**src/hdl/cclp_pkg.sv**
```systemverilog
// ----------------------------------------------------------------------------
// cclp_pkg
// Types, constants and colour tables for the colour command line parser.
// ----------------------------------------------------------------------------
package cclp_pkg;

  // Width of the line byte counter
  localparam int LINE_COUNT_BITS = 12;
  localparam int MAX_CHARS_W     = 12;
  localparam int EV_LIMIT_W      = 8;
  localparam int LINE_CMP_W      = (LINE_COUNT_BITS > MAX_CHARS_W) ?
                                   LINE_COUNT_BITS : MAX_CHARS_W;

  localparam int NUM_COLOURS = 8;
  localparam int NAME_SLOTS  = 8;

  // APB register map
  localparam int  APB_ADDR_W = 3;
  localparam int  APB_DATA_W = 32;
  localparam logic REG_EV_LIMIT   = 1'b0;
  localparam logic REG_MAX_CHARS  = 1'b1;
  localparam logic [EV_LIMIT_W-1:0]  EV_LIMIT_RST   = 8'd10;
  localparam logic [MAX_CHARS_W-1:0] MAX_CHARS_RST  = 12'd255;

  // Character codes
  localparam logic [7:0] CH_NUL   = 8'h00;
  localparam logic [7:0] CH_TAB   = 8'h09;
  localparam logic [7:0] CH_LF    = 8'h0A;
  localparam logic [7:0] CH_VT    = 8'h0B;
  localparam logic [7:0] CH_FF    = 8'h0C;
  localparam logic [7:0] CH_CR    = 8'h0D;
  localparam logic [7:0] CH_SPACE = 8'h20;
  localparam logic [7:0] CH_PLUS  = 8'h2B;
  localparam logic [7:0] CH_COMMA = 8'h2C;
  localparam logic [7:0] CH_MINUS = 8'h2D;
  localparam logic [7:0] CH_ZERO  = 8'h30;
  localparam logic [7:0] CH_NINE  = 8'h39;
  localparam logic [7:0] CH_LOW_A = 8'h61;
  localparam logic [7:0] CH_LOW_Z = 8'h7A;
  localparam logic [7:0] CASE_GAP = 8'h20;

  // Magnitude clamps at 2^31
  localparam logic [31:0] MAG_LIMIT = 32'h8000_0000;
  localparam logic [31:0] POS_MAX   = 32'h7FFF_FFFF;

  // Token parsing phases
  typedef enum logic [2:0] {
    PH_LEAD,
    PH_WORD,
    PH_GAP,
    PH_SIGN,
    PH_DIGITS,
    PH_AFTER,
    PH_DEAD
  } phase_e;

  typedef struct packed {
    logic [EV_LIMIT_W-1:0]  ev_limit;
    logic [MAX_CHARS_W-1:0] max_chars;
  } cfg_t;

  typedef struct packed {
    logic [7:0] r;
    logic [7:0] g;
    logic [7:0] b;
  } rgb_t;

  typedef struct packed {
    logic [2:0]         colour_index;
    rgb_t               rgb;
    logic signed [31:0] duration_ms;
  } event_t;

  localparam rgb_t COLOUR_RGB [NUM_COLOURS] = '{
    '{8'd255, 8'd0,   8'd0},
    '{8'd0,   8'd255, 8'd0},
    '{8'd0,   8'd0,   8'd255},
    '{8'd255, 8'd255, 8'd0},
    '{8'd255, 8'd128, 8'd0},
    '{8'd128, 8'd0,   8'd255},
    '{8'd255, 8'd255, 8'd255},
    '{8'd0,   8'd0,   8'd0}
  };

  localparam logic [3:0] NAME_LEN [NUM_COLOURS] = '{
    4'd3, 4'd5, 4'd4, 4'd6, 4'd6, 4'd6, 4'd5, 4'd5
  };

  // Upper-case names, padded with NUL
  localparam logic [7:0] NAME_CHARS [NUM_COLOURS][NAME_SLOTS] = '{
    '{"R", "E", "D", 8'h00, 8'h00, 8'h00, 8'h00, 8'h00},
    '{"G", "R", "E", "E", "N", 8'h00, 8'h00, 8'h00},
    '{"B", "L", "U", "E", 8'h00, 8'h00, 8'h00, 8'h00},
    '{"Y", "E", "L", "L", "O", "W", 8'h00, 8'h00},
    '{"O", "R", "A", "N", "G", "E", 8'h00, 8'h00},
    '{"V", "I", "O", "L", "E", "T", 8'h00, 8'h00},
    '{"W", "H", "I", "T", "E", 8'h00, 8'h00, 8'h00},
    '{"B", "L", "A", "C", "K", 8'h00, 8'h00, 8'h00}
  };

endpackage

```
**src/hdl/cclp_cfg.sv**
```systemverilog
// ----------------------------------------------------------------------------
// cclp_cfg
// APB register file: events-per-line limit and kept-bytes-per-line limit.
// ----------------------------------------------------------------------------
module cclp_cfg (
  input  logic                           clk_i,
  input  logic                           rst_ni,
  input  logic                           psel,
  input  logic                           penable,
  input  logic                           pwrite,
  input  logic [cclp_pkg::APB_ADDR_W-1:0] paddr,
  input  logic [cclp_pkg::APB_DATA_W-1:0] pwdata,
  output logic [cclp_pkg::APB_DATA_W-1:0] prdata,
  output logic                           pready,
  output cclp_pkg::cfg_t                 cfg_o
);
  import cclp_pkg::*;

  logic [EV_LIMIT_W-1:0]   ev_limit_q;
  logic [MAX_CHARS_W-1:0]  max_chars_q;
  logic                    wr_en;
  logic                    reg_sel;

  assign wr_en   = psel && penable && pwrite;
  assign reg_sel = paddr[APB_ADDR_W-1];
  assign pready  = 1'b1;

  // Register writes
  always_ff @(posedge clk_i or negedge rst_ni) begin
    if (!rst_ni) begin
      ev_limit_q  <= EV_LIMIT_RST;
      max_chars_q <= MAX_CHARS_RST;
    end else if (wr_en) begin
      unique case (reg_sel)
        REG_EV_LIMIT:  ev_limit_q  <= pwdata[EV_LIMIT_W-1:0];
        REG_MAX_CHARS: max_chars_q <= pwdata[MAX_CHARS_W-1:0];
        default:       ev_limit_q  <= ev_limit_q;
      endcase
    end
  end

  // Read-back
  always_comb begin
    unique case (reg_sel)
      REG_EV_LIMIT:  prdata = APB_DATA_W'(ev_limit_q);
      REG_MAX_CHARS: prdata = APB_DATA_W'(max_chars_q);
      default:       prdata = '0;
    endcase
  end

  assign cfg_o.ev_limit  = ev_limit_q;
  assign cfg_o.max_chars = max_chars_q;

endmodule

```
**src/hdl/cclp_parser.sv**
```systemverilog
// ----------------------------------------------------------------------------
// cclp_parser
// Per-byte line and token state; flags an event when a valid token closes.
// ----------------------------------------------------------------------------
module cclp_parser (
  input  logic             clk_i,
  input  logic             rst_ni,
  input  logic             step_i,
  input  logic [7:0]       byte_i,
  input  cclp_pkg::cfg_t   cfg_i,
  output logic             fire_o,
  output cclp_pkg::event_t event_o
);
  import cclp_pkg::*;

  logic [LINE_COUNT_BITS-1:0] len_q, len_d;
  logic                       cut_q, cut_d;
  phase_e                     phase_q, phase_d, phase_feed;
  logic [NUM_COLOURS-1:0]     cand_q, cand_d, cand_char, len_match;
  logic [3:0]                 pos_q, pos_d, pos_inc;
  logic [31:0]                mag_q, mag_d, mag_dig;
  logic                       neg_q, neg_d;
  logic [EV_LIMIT_W-1:0]      events_q, events_d;

  logic [7:0]  up_char;
  logic        is_ws, is_dig, is_sign;
  logic        line_full, close_ok;
  logic [35:0] mag_prod;
  logic [2:0]  colour_idx;

  // Byte classes
  assign is_ws   = (byte_i == CH_SPACE) || (byte_i == CH_TAB) ||
                   (byte_i == CH_VT)    || (byte_i == CH_FF);
  assign is_dig  = (byte_i >= CH_ZERO) && (byte_i <= CH_NINE);
  assign is_sign = (byte_i == CH_PLUS) || (byte_i == CH_MINUS);
  assign up_char = ((byte_i >= CH_LOW_A) && (byte_i <= CH_LOW_Z)) ?
                   byte_i - CASE_GAP : byte_i;

  // Name matching against all colours at the current position
  always_comb begin
    for (int i = 0; i < NUM_COLOURS; i++) begin
      len_match[i] = (NAME_LEN[i] == pos_q);
      cand_char[i] = cand_q[i] && (pos_q < NAME_LEN[i]) &&
                     (NAME_CHARS[i][pos_q[2:0]] == up_char);
    end
  end
  assign pos_inc = (pos_q == 4'hF) ? pos_q : pos_q + 4'd1;

  // Decimal accumulate, clamped at 2^31
  assign mag_prod = ({4'd0, mag_q} << 3) + ({4'd0, mag_q} << 1) +
                    36'(byte_i - CH_ZERO);
  assign mag_dig  = (mag_prod > 36'(MAG_LIMIT)) ? MAG_LIMIT : mag_prod[31:0];

  // Line byte budget
  assign line_full = cut_q ||
                     (LINE_CMP_W'(len_q) >= LINE_CMP_W'(cfg_i.max_chars)) ||
                     (len_q == {LINE_COUNT_BITS{1'b1}});

  // Token close check and event payload
  assign close_ok = ((phase_q == PH_DIGITS) || (phase_q == PH_AFTER)) &&
                    (|cand_q) && (events_q < cfg_i.ev_limit);

  always_comb begin
    colour_idx = 3'd7;
    for (int i = NUM_COLOURS - 2; i >= 0; i--) begin
      if (cand_q[i]) colour_idx = 3'(i);
    end
  end

  assign event_o.colour_index = colour_idx;
  assign event_o.rgb          = COLOUR_RGB[colour_idx];
  assign event_o.duration_ms  = neg_q ? (32'd0 - mag_q) :
                                (mag_q[31] ? POS_MAX : mag_q);

  // Token phase next state for an ordinary byte
  always_comb begin
    unique case (phase_q)
      PH_LEAD:   phase_feed = is_ws ? PH_LEAD : PH_WORD;
      PH_WORD: begin
        if (!is_ws)                      phase_feed = PH_WORD;
        else if (|(cand_q & len_match))  phase_feed = PH_GAP;
        else                             phase_feed = PH_DEAD;
      end
      PH_GAP: begin
        if (is_ws)        phase_feed = PH_GAP;
        else if (is_sign) phase_feed = PH_SIGN;
        else if (is_dig)  phase_feed = PH_DIGITS;
        else              phase_feed = PH_DEAD;
      end
      PH_SIGN:   phase_feed = is_dig ? PH_DIGITS : PH_DEAD;
      PH_DIGITS: phase_feed = is_dig ? PH_DIGITS : PH_AFTER;
      PH_AFTER:  phase_feed = PH_AFTER;
      PH_DEAD:   phase_feed = PH_DEAD;
      default:   phase_feed = PH_DEAD;
    endcase
  end

  // Per-byte state update and event strobe
  always_comb begin
    len_d    = len_q;
    cut_d    = cut_q;
    phase_d  = phase_q;
    cand_d   = cand_q;
    pos_d    = pos_q;
    mag_d    = mag_q;
    neg_d    = neg_q;
    events_d = events_q;
    fire_o   = 1'b0;
    if (step_i) begin
      priority if ((byte_i == CH_LF) || (byte_i == CH_CR)) begin
        fire_o   = close_ok;
        len_d    = '0;
        cut_d    = 1'b0;
        events_d = '0;
        phase_d  = PH_LEAD;
        cand_d   = '1;
        pos_d    = '0;
        mag_d    = '0;
        neg_d    = 1'b0;
      end else if (line_full) begin
        fire_o = 1'b0;
      end else if (byte_i == CH_NUL) begin
        len_d = len_q + 1'b1;
        cut_d = 1'b1;
      end else if (byte_i == CH_COMMA) begin
        len_d    = len_q + 1'b1;
        fire_o   = close_ok;
        events_d = events_q + EV_LIMIT_W'(close_ok);
        phase_d  = PH_LEAD;
        cand_d   = '1;
        pos_d    = '0;
        mag_d    = '0;
        neg_d    = 1'b0;
      end else begin
        len_d   = len_q + 1'b1;
        phase_d = phase_feed;
        unique case (phase_q)
          PH_LEAD: begin
            if (!is_ws) begin
              cand_d = cand_char;
              pos_d  = pos_inc;
            end
          end
          PH_WORD: begin
            if (is_ws) begin
              cand_d = cand_q & len_match;
            end else begin
              cand_d = cand_char;
              pos_d  = pos_inc;
            end
          end
          PH_GAP: begin
            if (!is_ws && is_sign) neg_d = (byte_i == CH_MINUS);
            else if (!is_ws && is_dig) mag_d = mag_dig;
          end
          PH_SIGN, PH_DIGITS: begin
            if (is_dig) mag_d = mag_dig;
          end
          default: mag_d = mag_q;
        endcase
      end
    end
  end

  // State registers
  always_ff @(posedge clk_i or negedge rst_ni) begin
    if (!rst_ni) begin
      len_q    <= '0;
      cut_q    <= 1'b0;
      phase_q  <= PH_LEAD;
      cand_q   <= '1;
      pos_q    <= '0;
      mag_q    <= '0;
      neg_q    <= 1'b0;
      events_q <= '0;
    end else begin
      len_q    <= len_d;
      cut_q    <= cut_d;
      phase_q  <= phase_d;
      cand_q   <= cand_d;
      pos_q    <= pos_d;
      mag_q    <= mag_d;
      neg_q    <= neg_d;
      events_q <= events_d;
    end
  end

endmodule

```
**src/hdl/color_command_line_parser.sv**
```systemverilog
// ----------------------------------------------------------------------------
// color_command_line_parser
// Parses "colour number" tokens from a text byte stream into RGB events.
// ----------------------------------------------------------------------------
// Use:
//   Input channel (in_valid_i/in_ready_o, rx_byte_i) carries one text byte
//   per item. Output channel (out_valid_o/out_ready_i) carries one event:
//   colour index, RGB and signed duration. A byte gives zero or one event;
//   an event leaves at the comma or CR/LF that closes its token. Limits are
//   set over the APB port (0x0 events per line, 0x4 kept bytes per line)
//   by the user only while the block is idle; the block does not enforce it.
// Timing:
//   One byte per cycle sustained while the output is not held back. An
//   accepted byte waits in the input register, is parsed from there, and
//   its event is registered in the output register. The rate is set by the
//   combinational parser update between the input and output registers.
// Reset:
//   Clears both registers' valid flags and all line/token state; limits
//   return to 10 events and 255 bytes.
// Stall:
//   While an event waits untaken, the held byte waits in the input register
//   and in_ready_o drops once that register is full.
// ----------------------------------------------------------------------------
module color_command_line_parser (
  input  logic                            clk_i,
  input  logic                            rst_ni,
  input  logic                            psel,
  input  logic                            penable,
  input  logic                            pwrite,
  input  logic [cclp_pkg::APB_ADDR_W-1:0] paddr,
  input  logic [cclp_pkg::APB_DATA_W-1:0] pwdata,
  output logic [cclp_pkg::APB_DATA_W-1:0] prdata,
  output logic                            pready,
  input  logic                            in_valid_i,
  output logic                            in_ready_o,
  input  logic [7:0]                      rx_byte_i,
  output logic                            out_valid_o,
  input  logic                            out_ready_i,
  output logic [2:0]                      color_index_o,
  output logic [7:0]                      red_o,
  output logic [7:0]                      green_o,
  output logic [7:0]                      blue_o,
  output logic signed [31:0]              duration_ms_o
);
  import cclp_pkg::*;

  cfg_t       cfg;
  event_t     ev;
  logic       fire;
  logic       in_valid_q, in_valid_d;
  logic [7:0] in_byte_q;
  logic       out_valid_q, out_valid_d;
  event_t     out_ev_q;
  logic       go, step, in_acc;

  cclp_cfg u_cfg (
    .clk_i   (clk_i),
    .rst_ni  (rst_ni),
    .psel    (psel),
    .penable (penable),
    .pwrite  (pwrite),
    .paddr   (paddr),
    .pwdata  (pwdata),
    .prdata  (prdata),
    .pready  (pready),
    .cfg_o   (cfg)
  );

  // Handshake: parse when the output slot is free or draining
  assign go         = !out_valid_q || out_ready_i;
  assign step       = in_valid_q && go;
  assign in_ready_o = !in_valid_q || go;
  assign in_acc     = in_valid_i && in_ready_o;

  cclp_parser u_parser (
    .clk_i   (clk_i),
    .rst_ni  (rst_ni),
    .step_i  (step),
    .byte_i  (in_byte_q),
    .cfg_i   (cfg),
    .fire_o  (fire),
    .event_o (ev)
  );

  // Valid flags of the input and output registers
  always_comb begin
    in_valid_d  = in_acc ? 1'b1 : (step ? 1'b0 : in_valid_q);
    out_valid_d = (step && fire) ? 1'b1 : (out_ready_i ? 1'b0 : out_valid_q);
  end

  always_ff @(posedge clk_i or negedge rst_ni) begin
    if (!rst_ni) begin
      in_valid_q  <= 1'b0;
      out_valid_q <= 1'b0;
    end else begin
      in_valid_q  <= in_valid_d;
      out_valid_q <= out_valid_d;
    end
  end

  // Payload registers
  always_ff @(posedge clk_i) begin
    if (in_acc) begin
      in_byte_q <= rx_byte_i;
    end
    if (step && fire) begin
      out_ev_q <= ev;
    end
  end

  assign out_valid_o   = out_valid_q;
  assign color_index_o = out_ev_q.colour_index;
  assign red_o         = out_ev_q.rgb.r;
  assign green_o       = out_ev_q.rgb.g;
  assign blue_o        = out_ev_q.rgb.b;
  assign duration_ms_o = out_ev_q.duration_ms;

endmodule

```
**config.mk**
```make
export PLATFORM = sky130hd
export DESIGN_NAME = color_command_line_parser
export DESIGN_NICKNAME = d
export VERILOG_FILES = /design/src/hdl/cclp_pkg.sv /design/src/hdl/cclp_cfg.sv /design/src/hdl/cclp_parser.sv /design/src/hdl/color_command_line_parser.sv
export SDC_FILE = /design/constraint.sdc
export NUM_CORES = 1
export LEC_CHECK = 0
export BUFFER_PORTS_ARGS = -buffer_cell sky130_fd_sc_hd__buf_2
export CAP_MARGIN = 20
export CELL_PAD_IN_SITES_DETAIL_PLACEMENT = 2
export CELL_PAD_IN_SITES_GLOBAL_PLACEMENT = 2
export CORE_MARGIN = 2
export CORE_UTILIZATION = 33
export CTS_CLUSTER_SIZE = 20
export DETAILED_ROUTE_END_ITERATION = 7
export GPL_ROUTABILITY_DRIVEN = 0
export PLACE_DENSITY = 0.8
export SLEW_MARGIN = 20
export SYNTH_ARGS = -nofsm -noshare
export SYNTH_HDL_FRONTEND = slang
export SYNTH_SLANG_ARGS = --single-unit
```
**constraint.sdc**
```tcl
create_clock -name clk_i -period 4.5 [get_ports clk_i]
set_input_delay 0.9 -clock clk_i [delete_from_list [all_inputs] [get_ports clk_i]]
set_output_delay 0.9 -clock clk_i [all_outputs]
set_load 0.02 [all_outputs]
```
; Word level (Yosys, flattened, before mapping)
; Memories as Yosys holds them, arrays and structs flattened. A register that Yosys moved wholly into a read port is not among the register bits.
; Index checks and enable logic that the tools add are counted.
; W data, S select, Z words.
[op_classes]
n_reduce_logical = 65
n_lt_le_gt_ge = 12
addsub = 8
muxes = 86
n_bitwise = 4
eq_ne = 36
[op_table]
columns = op, count
row1 = $mux W32, 9
row2 = $mux W8, 27
row3 = $pmux W32 S2, 2
row4 = $eq A8 B8 Y1, 8
row5 = $eq A8 B4 Y1 const B, 5
row6 = $add A35 B33 Y36, 1
row7 = $add A36 B36 Y36, 1
row8 = $gt A36 B32 Y1 const B, 1
row9 = $mux W3, 12
row10 = $eq A8 B6 Y1 const B, 4
row11 = $sub A1 B32 Y32 const A, 1
row12 = $mux W31, 1
row13 = $mux W4, 7
row14 = $logic_and A1 B1 Y1, 27
row15 = $mux W12, 2
row16 = $mux W1, 21
row17 = $pmux W3 S6, 1
row18 = $pmux W8 S2, 1
row19 = $reduce_or A8 Y1, 2
row20 = $add A12 B1 Y12 const B, 1
row21 = $eq A12 B12 Y1 const B, 1
row22 = $eq A3 B4 Y1 const A, 3
row23 = $ge A12 B12 Y1, 1
row24 = $lt A4 B3 Y1 const B, 3
row25 = other kinds (40), 69
[totals]
wordCells = 235
out_inout_bits = 94
romBits = 704
mem_count = 9
input_bits = 50
ff_bits = 134
[mem_list]
columns = memory, depth, width, read_ports, rd_ports_with_merged_regs, wr, line_no
row1 = (no name shown), 8, 24, 1, 1, 0, cclp_parser.sv:71  ; assign event_o.rgb = COLOUR_RGB[colour_idx];
row2 = (no name shown), 8, 8, 1, 0, 0, cclp_parser.sv:44  ; (NAME_CHARS[i][pos_q[2:0]] == up_char);
row3 = (no name shown), 8, 8, 1, 0, 0, cclp_parser.sv:44
row4 = (no name shown), 8, 8, 1, 0, 0, cclp_parser.sv:44
row5 = (no name shown), 8, 8, 1, 0, 0, cclp_parser.sv:44
row6 = (no name shown), 8, 8, 1, 0, 0, cclp_parser.sv:44
row7 = 3 more memories, --, --, --, --, --, --

; Longest topological paths before layout
; Gate-level depths: netlist of the first run.
[depth]
depth_word = 13
mapped_depth = 17
ltp_nobuf = 16

; By module
; A second synthesis of the first run with hierarchy kept.
[hier_totals]
hier_cells = 1226
hier_area_um2 = 11710.0
[modules_own_cells]
columns = mod, instances, seq_area_each_um2, area_per_inst_um2, cells_each
row1 = cclp_parser, 1, 1736.7, 8486.9, 1070
row2 = color_command_line_parser, 1, 2062.0, 2123.3, 77
row3 = cclp_cfg, 1, 513.0, 1099.8, 79

; Worst setup path after synthesis of the first run
; No wires, ideal clock.
[synth_timing]
kind = reg-to-reg
from = register in_byte_q[4]
to = register u_parser.mag_q[10]
setup_ns = 0.068
period_less_slack_ns = 4.918
setup_slack_ns = -0.418
arrival_time_ns = 4.850
stages_incl_launch_ff = 16
path_cell_list = edfxtp_1 ha_1 or3_1 inv_1 fa_1 ha_1 buf_6 a2111oi_0 o21ai_1 a221oi_2 o21bai_2 a221oi_2 o311ai_1 nor4_4 buf_6 a32o_1
[synth_via]
elab_chain_len = 11
word_cells_on_any_way = 40
classes_between = 2 x add/sub / 3 x order compare / 14 x eq/ne / 9 x mux / 12 x reduce/logical
[synth_rtl]
columns = element, line_no
row1 = "start, declared", color_command_line_parser.sv:51  ; logic [7:0] in_byte_q;
row2 = "start signal, assigned", color_command_line_parser.sv:104  ; in_byte_q <= rx_byte_i;
row3 = $sub A8 B6 Y9, cclp_parser.sv:51  ; 36'(byte_i - CH_ZERO);
row4 = $add A36 B36 Y36, cclp_parser.sv:50  ; assign mag_prod = ({4'd0, mag_q} << 3) + ({4'd0, mag_q} << 1) +
row5 = $gt A36 B32 Y1, cclp_parser.sv:52  ; assign mag_dig = (mag_prod > 36'(MAG_LIMIT)) ? MAG_LIMIT : mag_prod[31:0];
row6 = $mux W32, cclp_parser.sv:52
row7 = $mux W32, cclp_parser.sv:154  ; else if (!is_ws && is_dig) mag_d = mag_dig;
row8 = $mux W32, cclp_parser.sv:153  ; if (!is_ws && is_sign) neg_d = (byte_i == CH_MINUS);
row9 = $pmux W32 S2, cclp_parser.sv:137  ; unique case (phase_q)
row10 = $mux W32, cclp_parser.sv:125  ; end else if (byte_i == CH_COMMA) begin
row11 = $mux W32, cclp_parser.sv:122  ; end else if (byte_i == CH_NUL) begin
row12 = $mux W32, cclp_parser.sv:120  ; end else if (line_full) begin
row13 = $mux W32, cclp_parser.sv:110  ; priority if ((byte_i == CH_LF) || (byte_i == CH_CR)) begin
row14 = "end signal, assigned", cclp_parser.sv:182  ; mag_q <= mag_d;
row15 = "end, declared", cclp_parser.sv:21  ; logic [31:0] mag_q, mag_d, mag_dig;
; Several ways; a longest one is shown, not always the timed one. The select of a mux whose other input is x is not followed.
; A chain may end at the register's enable or synchronous reset.

; Worst setup path in the final report of the first run
[layout_timing]
from = register in_byte_q[5]
to = register u_parser.mag_q[23]
; The elaborated chain is that of the path after synthesis.

==> metrics.md, run 1 <==
| Metric | Value |
|---|---|
| Post-synth ARST share | `about two thirds` |
| Worst hold start | `u_parser.cand_q[5]` |
| Nets | `roughly 1500` |
| H-tree levels | `4` |
| Die width | `around 190 µm` |
| Area growth syn-to-layout | `19.4%` |
| Drc violations | `0` |
| Placed cells | `approximately 1700` |
| Worst setup SP type | `flop` |
| Gr usage total | `around 23%` |
| Initial antenna violation count | `1` |
| Synthesized area | `~11000 µm²` |
| CTS Buf Count | `17` |
| Syn_area_per_cell | `about 9.1 µm²` |
| Internal | `3.29 mW` |
| Worst-Margin Slew | `0.956 ns` |
| Setup tns final | `-4.19 ns` |
| Status | `finished, violations left` |
| Rows | `between 60 and 70` |
| Die area | `approximately 35000 µm²` |
| Initial Utilization | `roughly 33%` |
| Pwr/cell area | `between 400 and 500 nW/µm²` |
| Crit end category | `flop` |
| CP startpoint | `in_byte_q[5]` |
| Combinational Power Share | `between 40% and 50%` |
| EDFF count, synth | `48` |
| CTS root buffer | `clkbuf_16` |
| CTS tree | `yes` |
| VDD IR max | `0.298 mV` |
| Worst skew pair latency | `between 0.4 and 0.5 ns` |
| Clock sinks | `roughly 140` |
| First DRT Iteration DRCs | `513` |
| Non-Filler Instances | `about 1800` |
| Routed wire length | `approximately 44 mm` |
| Detailed Place HPWL | `27.8 mm` |
| Core region area | `between 30000 and 40000 µm²` |
| Switching pwr | `between 2 and 2.5 mW` |
| Count of pins over their slew limit | `0` |
| Overflow after GRT | `0` |
| Failing checks | `negative setup slack` |
| Leak pwr | `5.87 nW` |
| Worst path arrival time | `about 5.1 ns` |
| YS warnings | `0` |
| Drt wl/cell | `~24 µm` |
| Final Cycle Share | `105%` |
| Vias | `about 10000` |
| Port Buf Inserts | `100` |
| Clock-pin slew on the worst setup and hold paths | `0.07 ns` |
| Mapped Cells | `1225` |
| #FFs+latches synth | `139` |
| Largest net degree at the start of global routing | `between 60 and 70` |
| Ratio of cells with drive above 1 in the final layout | `a little under a quarter` |
| Clock Power Share | `between 20% and 30%` |
| Util after Layout | `between 30 and 40%` |
| Reg power frac | `a little under a third` |
| Worst Path Required | `just under 5 ns` |
| Min-delay worst type | `reg -> reg` |
| Sw Share | `between 40% and 50%` |
| Critical path type | `reg -> reg` |
| Clk_skew | `about 0.014 ns` |
| Bufs on Longest Clock Path | `2` |
| Hold Buf Count CTS | `0` |
| Reg2reg start | `in_byte_q[5]` |
| Yosys cell types | `85` |
| Vias in the first global route | `roughly 11000` |
| Setup violations, final | `31` |
| Drt pass-1 iters | `4` |
| Final WS setup | `-0.207 ns` |
| Max Freq | `~210 MHz` |
| Routed Antenna Nets | `0` |
| RSZ-0062 raised after global routing | `yes` |
| Main flop type after synthesis | `dfrtp_1` |
| Crit path time final | `roughly 4.7 ns` |
| Global-route wire length before repair | `62.9 mm` |
| Fin Hold WS | `0.508 ns` |
| Max_slew headroom | `between 30% and 40%` |
| IO Pins | `~140` |
| Total of max-cap violations | `0` |
| Routed vias/inst | `between 5 and 6` |
| Die H | `around 190 µm` |
| Final hold vios | `0` |
| Seq/Total Area, Yosys | `between 30 and 40%` |
| CP max FO | `8` |
[critical path: stages (launching register included)]
cell and delay (ns):
edfxtp_1 0.42, ha_2 0.20, or3_4 0.37, clkinvlp_4 0.20, buf_12 0.14, buf_16 0.13, fa_1 0.44, ha_4 0.31
buf_6 0.12, o21ai_1 0.12, a21oi_2 0.21, a221oi_2 0.09, buf_4 0.17, o21bai_4 0.20, nor3_2 0.08, a221oi_4 0.33
o311ai_4 0.18, nor4_4 0.36, buf_6 0.19, buf_12 0.15, a32o_1 0.21
[sequential cells by signal, indices dropped and copies added (netlist names), 4 cells and up]
| signal | flops |
|---|---|
| u_parser.pos_q | 4 |
| in_byte_q | 8 |
| u_parser.len_q | 12 |
| u_parser.mag_q | 32 |
| u_cfg.max_chars_q | 12 |
| duration_ms_o | 32 |
| u_cfg.ev_limit_q | 8 |
| u_parser.events_q | 8 |
| u_parser.cand_q | 8 |
[synthesized netlist by cell type (5+ instances only)]
library cell / number / area share, %
a21o_1: 21 / 1.4
nand2b_1: 10 / 0.56
nor4_1: 15 / 0.84
nor2b_1: 5 / 0.28
nor3_1: 29 / 1.3
nand2_1: 96 / 3.2
ha_1: 76 / 8.5
a31oi_1: 10 / 0.56
dfstp_2: 18 / 4.2
o21ai_0: 54 / 2.4
nand3_1: 36 / 1.6
buf_1: 6 / 0.20
nor2_1: 126 / 4.2
and2_1: 9 / 0.50
mux2_2: 25 / 2.5
a32o_1: 30 / 2.7
o21a_1: 6 / 0.40
xnor2_1: 41 / 3.2
fa_1: 31 / 5.6
edfxtp_1: 48 / 13
buf_4: 40 / 2.7
nand4_1: 16 / 0.90
a221oi_1: 7 / 0.55
a211oi_1: 6 / 0.40
inv_1: 71 / 2.4
xor2_1: 41 / 3.2
a21oi_1: 91 / 4.1
o21ai_1: 13 / 0.58
clkbuf_1: 44 / 1.5
o2bb2ai_1: 6 / 0.47
or3_1: 15 / 0.84
dfrtp_1: 73 / 16
[repair_timing]
item | CTS | global route
setup endpoints to repair | 32 | 32
buffers inserted | 3 | 11
pin swaps | 4 | 26
cloned | 3 | 2
gates resized for setup | 18 | 62
[final timing paths]
| path | endpoint | slack (ns) | depth (start not counted) |
|---|---|---|---|
| max | u_parser.mag_q[23] | -0.21 | 20 |
| min reg2reg | u_parser.cand_q[5] | 0.51 | 1 |
| max reg2reg | u_parser.mag_q[23] | -0.21 | 20 |
| min in group asynchronous | u_parser.len_q[9] | 0.61 | 1 |
| min | u_parser.cand_q[5] | 0.51 | 1 |
| max in group asynchronous | u_parser.cand_q[6] | 2.89 | 2 |
[layout by cell type, fill, tap and decap left out, types with 10 or more instances in the layout]
master     count
a21oi_1       83
buf_2         99
nor3_1        27
ha_4          10
edfxtp_1      48
dfstp_2       18
xor2_1        41
inv_1         70
a32o_1        29
ha_1          59
nor4_1        14
dfrtp_1       73
nor2_1       125
o21ai_1       14
o21ai_0       50
conb_1        21
xnor2_1       40
clkbuf_16     19
fa_1          31
nand2_1       91
buf_4         49
nand2b_1      10
or3_1         14
mux2_2        25
nand3_1       36
nand4_1       16
a21o_1        21
[metal layers]
| metal | track usage, % | part of all wire, % | vias to the layer above |
|---|---|---|---|
| met5 | 0 | 0 | - |
| met4 | 8.33 | 4.1 | 0 |
| met3 | 3.05 | 2.8 | 113 |
| met2 | 39.6 | 52 | 256 |
| met1 | 28.3 | 41 | 5321 |
| li1 | - | - | 4561 |
[logic make-up after synthesis]
group / count (synthesis) / synth area share, %
AND/OR/NAND/NOR: 392 / 17.2
AO/OA/AOI/OAI: 306 / 18.6
buffers and inverters: 168 / 7.29
flip-flops: 139 / 33.5
adder cells (fa/ha/maj): 107 / 14.1
XOR/XNOR: 82 / 6.43
multiplexers: 29 / 2.88
other: 2 / 0.0673
[final cells by class]
class / instances / area [µm²]
diodes: 1 / 2.50
clock buffers: 19 / 443
clock inverters: 13 / 143
fillers: 3633 / 20100
inverters: 71 / 270
multi-input cells: 937 / 7070
flip-flops and latches: 139 / 3740
well taps: 448 / 561
repair buffers: 160 / 1100
[through the flow]
stage | power [mW] | setup slack [ns] | instance area [µm²]
floorplan | 3.23 | -0.0267 | 11200
CTS | 5.45 | 0.00301 | 12900
global placement | 3.73 | 0.0879 | 12100
finish | 5.63 | -0.207 | 13300
detailed placement | 3.85 | -0.0759 | 12100
global route | 5.94 | -0.293 | 13300
[power by group through the flow]
stage,Clock [mW],Combinational [mW],Sequential (mW)
finish,1.46,2.44,1.72
global route,1.52,2.67,1.75
CTS,1.48,2.25,1.72
detailed placement,0,2.12,1.74
global placement,0,2.01,1.73
floorplan,0,1.63,1.60
Note: power is estimated with default switching activity, not from simulation.
==> run 2, diff against run 1 <==
--- a/config.mk
+++ b/config.mk
@@ -9,12 +9,12 @@
 export CAP_MARGIN = 20
 export CELL_PAD_IN_SITES_DETAIL_PLACEMENT = 2
 export CELL_PAD_IN_SITES_GLOBAL_PLACEMENT = 2
-export CORE_MARGIN = 2
-export CORE_UTILIZATION = 33
+export CORE_UTILIZATION = 34
+export CTS_BUF_LIST = sky130_fd_sc_hd__clkbuf_4
 export CTS_CLUSTER_SIZE = 20
 export DETAILED_ROUTE_END_ITERATION = 7
 export GPL_ROUTABILITY_DRIVEN = 0
-export PLACE_DENSITY = 0.8
+export PLACE_DENSITY = 0.82
 export SLEW_MARGIN = 20
 export SYNTH_ARGS = -nofsm -noshare
 export SYNTH_HDL_FRONTEND = slang
==> metrics.md, run 2 (synthesis results as in run 1) <==
| Metric | Value |
|---|---|
| Final hold vios | `0 (unchanged)` |
| Pwr/cell area | `393 nW/µm² (-6.8%)` |
| VDD IR max | `0.186 mV (-38%)` |
| Core region area | `32000 µm² (-4.4%)` |
| Routed vias/inst | `5.90 (+2.8%)` |
| Most frequent cells in the layout | `nor2_1, buf_2, nand2_1, a21oi_1, dfrtp_1` |
| Failing checks | `negative setup slack` |
| Fillers | `3425 (-5.7%)` |
| Final Cycle Share | `103% (-1.6 points)` |
| Initial Utilization | `34.9% (+1.6 points)` |
| Worst setup SP type | `flop` |
| R2R setup slack | `-0.13 ns (+0.07 ns)` |
| R2R depth | `18 (-10%)` |
| Routed Antenna Nets | `0 (unchanged)` |
| Max_slew headroom | `34.6% (-1.7 points)` |
| CTS root buffer | `clkbuf_4` |
| Drc violations | `0 (unchanged)` |
| Rows | `65 (-3.0%)` |
| Die H | `183 µm (-2.5%)` |
| Clock-pin slew on the worst setup and hold paths | `0.14 ns (+0.07 ns)` |
| CTS tree | `yes` |
| Setup violations, final | `31 (unchanged)` |
| Final WS setup | `-0.134 ns (+0.0730 ns)` |
| Count of pins over their slew limit | `0 (unchanged)` |
| Internal | `2.90 mW (-12%)` |
| First DRT Iteration DRCs | `785 (+53%)` |
| Combinational Power Share | `49.3% (+5.9 points)` |
| Critical R2R Capture | `u_parser.mag_q[6]` |
| Placed inst area | `12100 µm² (+0.18%)` |
| CTS Buf Count | `17 (unchanged)` |
| Area growth syn-to-layout | `19.6%` |
| Largest net degree at the start of global routing | `69 (unchanged)` |
| Critical path type | `reg -> reg` |
| Final total power | `5.25 mW (-6.7%)` |
| Max Freq | `216 MHz (+1.6%)` |
| Die area | `33600 µm² (-5.0%)` |
| Worst skew pair latency | `0.65 ns (+0.21 ns)` |
| Reg2reg start | `in_byte_q[4]` |
| Crit end category | `flop` |
| Drt wl/cell | `26.2 µm (+7.2%)` |
| Clk_skew | `0.0228 ns (+0.00911 ns)` |
| Setup tns final | `-2.10 ns (+2.09 ns)` |
| Nets | `1502 (+1.3%)` |
| Worst-Margin Slew | `0.981 ns (+0.0249 ns)` |
| Vias | `10600 (+3.2%)` |
| Area occupied by multi-input gates | `7230 µm² (+2.2%)` |
| CP max FO | `15 (+7)` |
| Clock sinks | `139 (unchanged)` |
| Worst path arrival time | `5.21 ns (+0.14 ns)` |
| Bufs on Longest Clock Path | `2 (unchanged)` |
| Ratio of cells with drive above 1 in the final layout | `25.3% (+2.4 points)` |
| Global-route wire length before repair | `65.0 mm (+3.2%)` |
| Sw Share | `44.8% (+3.2 points)` |
| Min-delay worst type | `in -> async` |
| Flip-flop and latch area | `3740 µm² (unchanged)` |
| Drt pass-1 iters | `5 (+1)` |
| Clock Power Share | `17.7% (-8.3 points)` |
| Vias in the first global route | `11200 (+1.9%)` |
| Routed wire length | `47.0 mm (+7.6%)` |
| Initial antenna violation count | `2 (+1)` |
| IO Pins | `144 (unchanged)` |
| Most common cell after layout, fill and taps aside | `nor2_1` |
| Die width | `183 µm (-2.5%)` |
| Setup slack at placement | `-0.236 ns (-0.160 ns)` |
| Detailed Place HPWL | `28.4 mm (+2.1%)` |
| H-tree levels | `4 (unchanged)` |
| Worst Path Required | `5.08 ns (+0.21 ns)` |
| Leak pwr | `5.88 nW (about the same)` |
| Status | `finished, violations left` |
| Switching pwr | `2.35 mW (+0.60%)` |
| Port Buf Inserts | `100 (unchanged)` |
| Reg power frac | `33.0% (+2.3 points)` |
| Total of max-cap violations | `0 (unchanged)` |
| Design area | `13400 µm² (+0.16%)` |
| Gr usage total | `25.2% (+2.6 points)` |
| Overflow after GRT | `0 (unchanged)` |
| Crit path time final | `4.63 ns (-0.0730 ns)` |
| Fin Hold WS | `0.356 ns (-0.151 ns)` |
-- run 2: worst max-delay path by stage --
stage | cells after the start | to | startpoint | slack (ns)
CTS | 18 | u_parser.mag_q[18] | in_byte_q[5] | 0.003
floorplan | 15 | u_parser.mag_q[10] | in_byte_q[4] | -0.03
global placement | 16 | u_parser.mag_q[7] | in_byte_q[4] | 0.11
detailed placement | 16 | u_parser.mag_q[30] | in_byte_q[4] | -0.24
finish | 18 | u_parser.mag_q[6] | in_byte_q[4] | -0.13
global route | 18 | u_parser.mag_q[6] | in_byte_q[5] | -0.21
-- run 2: layer usage --
metal  up-vias  routed length [µm]  track usage (%)  share of wire (%)
li1       4597                   -                -                  -
met1      5503               19100             30.8                 41
met2       354               24300             44.6                 52
met3       130                1790             3.46                3.8
met4         0                1830             10.3                3.9
met5         -                   0                0                  0
-- run 2: power groups by stage --
stage	Sequential, mW	Clock [mW]	Combinational [mW]
after floorplan	1.60	0	1.63
after global placement	1.72	0	2.02
after detailed placement	1.74	0	2.15
after CTS	1.72	0.935	2.38
after global routing	1.75	0.982	2.78
final	1.73	0.929	2.59
-- run 2: area by class of cell --
cell class                      count  area share, %
Antenna cell                        3         0.0562
Clock buffer                       19           1.07
Clock inverter                     12           1.12
Inverter                           71           2.05
Multi-Input combinational cell    937           54.1
Sequential cell                   139           28.0
Tap cell                          435           4.07
Timing Repair Buffer              179           9.47
-- run 2: metrics by stage --
stage	instances	util (%)
3_3_place_gp	1724	37.9
6_report	1795	41.8
5_1_grt	1794	41.8
3_5_place_dp	1724	37.9
4_1_cts	1773	40.4
2_1_floorplan	1244	-
-- run 2: critical path, stage by stage (launching register included) --
cell      delay, ns
edfxtp_1       0.39
buf_4          0.28
inv_1          0.13
ha_1           0.31
inv_1          0.06
fa_1           0.49
inv_1          0.06
ha_1           0.39
nand3_1        0.14
nor2_2         0.20
o211ai_1       0.23
o21ai_2        0.31
a31oi_4        0.16
o221a_4        0.28
xnor2_2        0.17
nor4_4         0.37
buf_6          0.18
buf_16         0.15
a32o_1         0.23
-- run 2: repair_timing --
action	4_1_cts	5_1_grt
gates resized for setup	50	59
hold buffers	0	0
endpoints found under the setup margin	32	32
gates cloned	4	0
setup buffers	14	20
pin swaps	18	41
==> run 3, diff against run 2 <==
--- a/config.mk
+++ b/config.mk
@@ -6,10 +6,10 @@
 export NUM_CORES = 1
 export LEC_CHECK = 0
 export BUFFER_PORTS_ARGS = -buffer_cell sky130_fd_sc_hd__buf_2
-export CAP_MARGIN = 20
-export CELL_PAD_IN_SITES_DETAIL_PLACEMENT = 2
-export CELL_PAD_IN_SITES_GLOBAL_PLACEMENT = 2
-export CORE_UTILIZATION = 34
+export CAP_MARGIN = 15
+export CELL_PAD_IN_SITES_DETAIL_PLACEMENT = 1
+export CELL_PAD_IN_SITES_GLOBAL_PLACEMENT = 1
+export CORE_UTILIZATION = 42
 export CTS_BUF_LIST = sky130_fd_sc_hd__clkbuf_4
 export CTS_CLUSTER_SIZE = 20
 export DETAILED_ROUTE_END_ITERATION = 7
==> metrics.md, run 3 (synthesis results as in run 1) <==
| Metric | Value |
|---|---|
| Clk_skew | `0.0315 ns (+0.00873 ns)` |
| Final WS setup | `0.0133 ns (+0.147 ns)` |
| Crit path time final | `4.49 ns (-0.147 ns)` |
| Global-route wire length before repair | `54.4 mm (-16%)` |
| Die area | `27200 µm² (-19%)` |
| Area growth syn-to-layout | `16.4%` |
| CP max FO | `8 (-7)` |
| Pwr/cell area | `382 nW/µm² (-3.0%)` |
| Design area | `13000 µm² (-2.7%)` |
| Crit end category | `flop` |
| Worst Path Required | `5.01 ns (-0.07 ns)` |
| Critical Path End | `u_parser.mag_q[5]` |
| Routed wire length | `35.3 mm (-25%)` |
| Final hold vios | `0 (unchanged)` |
| Ratio of cells with drive above 1 in the final layout | `23.6% (-1.7 points)` |
| R2R depth | `18 (unchanged)` |
| CP top delay family | `compound AO/OA/AOI/OAI gates` |
| Worst skew pair latency | `0.63 ns (-0.02 ns)` |
| Vias | `10000 (-5.5%)` |
| WP depth | `18 (unchanged)` |
| Total of max-cap violations | `0 (unchanged)` |
| Initial antenna violation count | `1 (-1)` |
| Setup slack at placement | `-0.115 ns (+0.121 ns)` |
| Clock sinks | `139 (unchanged)` |
| Min-delay worst type | `in -> async` |
| Status | `finished, final reports clean` |
| RSZ-0062 raised after global routing | `yes` |
| Drc violations | `0 (unchanged)` |
| Number of buffers and inverters on the critical path | `5 (-1)` |
| IO Pins | `144 (unchanged)` |
| Max Freq | `223 MHz (+3.3%)` |
| Routed Antenna Nets | `0 (unchanged)` |
| Die width | `165 µm (-9.9%)` |
| Largest net degree at the start of global routing | `66 (-4.3%)` |
| Most common cell after layout, fill and taps aside | `nor2_1` |
| CP startpoint | `in_byte_q[4]` |
| CTS Buf Count | `17 (unchanged)` |
| VDD IR max | `0.200 mV (+7.8%)` |
| Drt wl/cell | `20.9 µm (-20%)` |
| Reg2reg start | `in_byte_q[4]` |
| Port Buf Inserts | `100 (unchanged)` |
| First DRT Iteration DRCs | `629 (-20%)` |
| Core region area | `26100 µm² (-18%)` |
| R2R setup slack | `0.01 ns (+0.15 ns)` |
| Final total power | `4.96 mW (-5.6%)` |
| Setup violations, final | `0 (-100%)` |
| Max_slew headroom | `36.4% (+1.7 points)` |
| Most frequent cells in the layout | `nor2_1, buf_2, nand2_1, a21oi_1, dfrtp_1` |
| Rows | `59 (-9.2%)` |
| Critical R2R Capture | `u_parser.mag_q[5]` |
| Worst-Margin Slew | `0.955 ns (-0.0259 ns)` |
| Critical path type | `reg -> reg` |
| Placed cells | `1632 (-5.3%)` |
| Final Cycle Share | `99.7% (-3.3 points)` |
| Count of pins over their slew limit | `0 (unchanged)` |
| CTS root buffer | `clkbuf_4` |
| Bufs on Longest Clock Path | `2 (unchanged)` |
| H-tree levels | `4 (unchanged)` |
| Vias in the first global route | `10300 (-7.8%)` |
| Die H | `165 µm (-9.9%)` |
| Non-Filler Instances | `1692 (-5.7%)` |
| Worst setup SP type | `flop` |
| Gr usage total | `25.8% (+0.63 points)` |
| CP cell instances | `ha_2, or3_4, clkinvlp_4, buf_12, buf_8, fa_1, ha_1, a21o_1, a21o_1, a21o_1, a221o_1, a31oi_4, o221a_4, xnor2_2, nor4_4, buf_4, buf_8, a32o_1` |
| Hold Buf Count CTS | `0 (unchanged)` |
| Placed inst area | `12000 µm² (-0.64%)` |
| Overflow after GRT | `0 (unchanged)` |
| Drt pass-1 iters | `4 (-1)` |
| CTS tree | `yes` |
| Critical-path top delay cell | `edfxtp_1` |
| Routed vias/inst | `5.91 (+0.30%)` |
| Worst path max stage delay | `0.47 ns (-0.02 ns)` |
| Leak pwr | `5.85 nW (-0.49%)` |
| CP most frequent cell | `a21o_1` |
| Initial Utilization | `42.9% (+7.9 points)` |
| Clock-pin slew on the worst setup and hold paths | `0.17 ns (+0.03 ns)` |
| Detailed Place HPWL | `24.3 mm (-14%)` |
| Util after Layout | `49.9% (+8.1 points)` |
| Worst path arrival time | `5.00 ns (-0.21 ns)` |
| Nets | `1500 (-0.13%)` |
-- run 3: changes by cell type in the layout (fill, tap and decap cells not counted), sizes merged --
cell      previous run  this run
buf                179       176
clkinv               6         8
diode                3         1
inv                 70        77
bufinv               3         0
clkinvlp             4         1
clkbuf              19        18
-- run 3: worst register-to-register path: cells and delay by family (launching register included) --
kind / cells / cell delay [ns]
fa+ha+maj: 3 / 0.98
flops: 1 / 0.47
xor+xnor: 1 / 0.15
simple gates: 2 / 0.42
compound gates: 7 / 1.63
buf+inv: 5 / 0.73
-- run 3: routing by layer --
| metal | vias to the layer above | track usage [%] | part of all wire [%] |
|---|---|---|---|
| met5 | - | 0 | 0 |
| met4 | 0 | 9.22 | 3.1 |
| met3 | 87 | 3.47 | 5.0 |
| met2 | 322 | 44.7 | 50 |
| met1 | 5015 | 32.8 | 42 |
| li1 | 4583 | - | - |
-- run 3: final cells by class --
| type | instances | area [µm²] |
|---|---|---|
| Fill cell | 3028 | 13100 |
| Multi-Input combinational cell | 937 | 7040 |
| Sequential cell | 139 | 3740 |
| Timing Repair Buffer | 177 | 1200 |
| Tap cell | 335 | 419 |
| Inverter | 71 | 270 |
| Clock inverter | 15 | 194 |
| Clock buffer | 17 | 128 |
| Antenna cell | 1 | 2.50 |
-- run 3: timing repair --
item / CTS / global route
buffers inserted: 8 / 16
pin swaps: 8 / 32
gates resized for setup: 30 / 52
setup endpoints to repair: 32 / 32
gates cloned: 3 / 1
-- run 3: power breakdown --
part	leakage (nW)	total, mW	switching [mW]	internal, mW
combinational	4.07	2.35	1.40	0.951
clock	0.168	0.935	0.663	0.272
sequential	1.61	1.67	0.195	1.48
total	5.85	4.96	2.26	2.70
-- run 3: worst min path at each step --
stage                         startpoint                    to  slack (ns)  depth (start not counted)
global route                rx_byte_i[1]          in_byte_q[1]        0.42                          1
finish                            rst_ni    u_parser.mag_q[25]        0.41                          1
floorplan           u_parser.events_q[0]  u_parser.events_q[0]        0.46                          2
global placement     u_cfg.ev_limit_q[4]   u_cfg.ev_limit_q[4]        0.49                          1
CTS                               rst_ni     u_parser.len_q[3]        0.42                          1
detailed placement   u_cfg.ev_limit_q[7]   u_cfg.ev_limit_q[7]        0.50                          1
-- run 3: through the flow --
step	TNS [ns]	hold slack, ns
final	0	0.413
after global routing	-2.74	0.421
after CTS	0	0.423
after detailed placement	-2.01	0.496
after global placement	0	0.487
after floorplan	-0.778	0.459
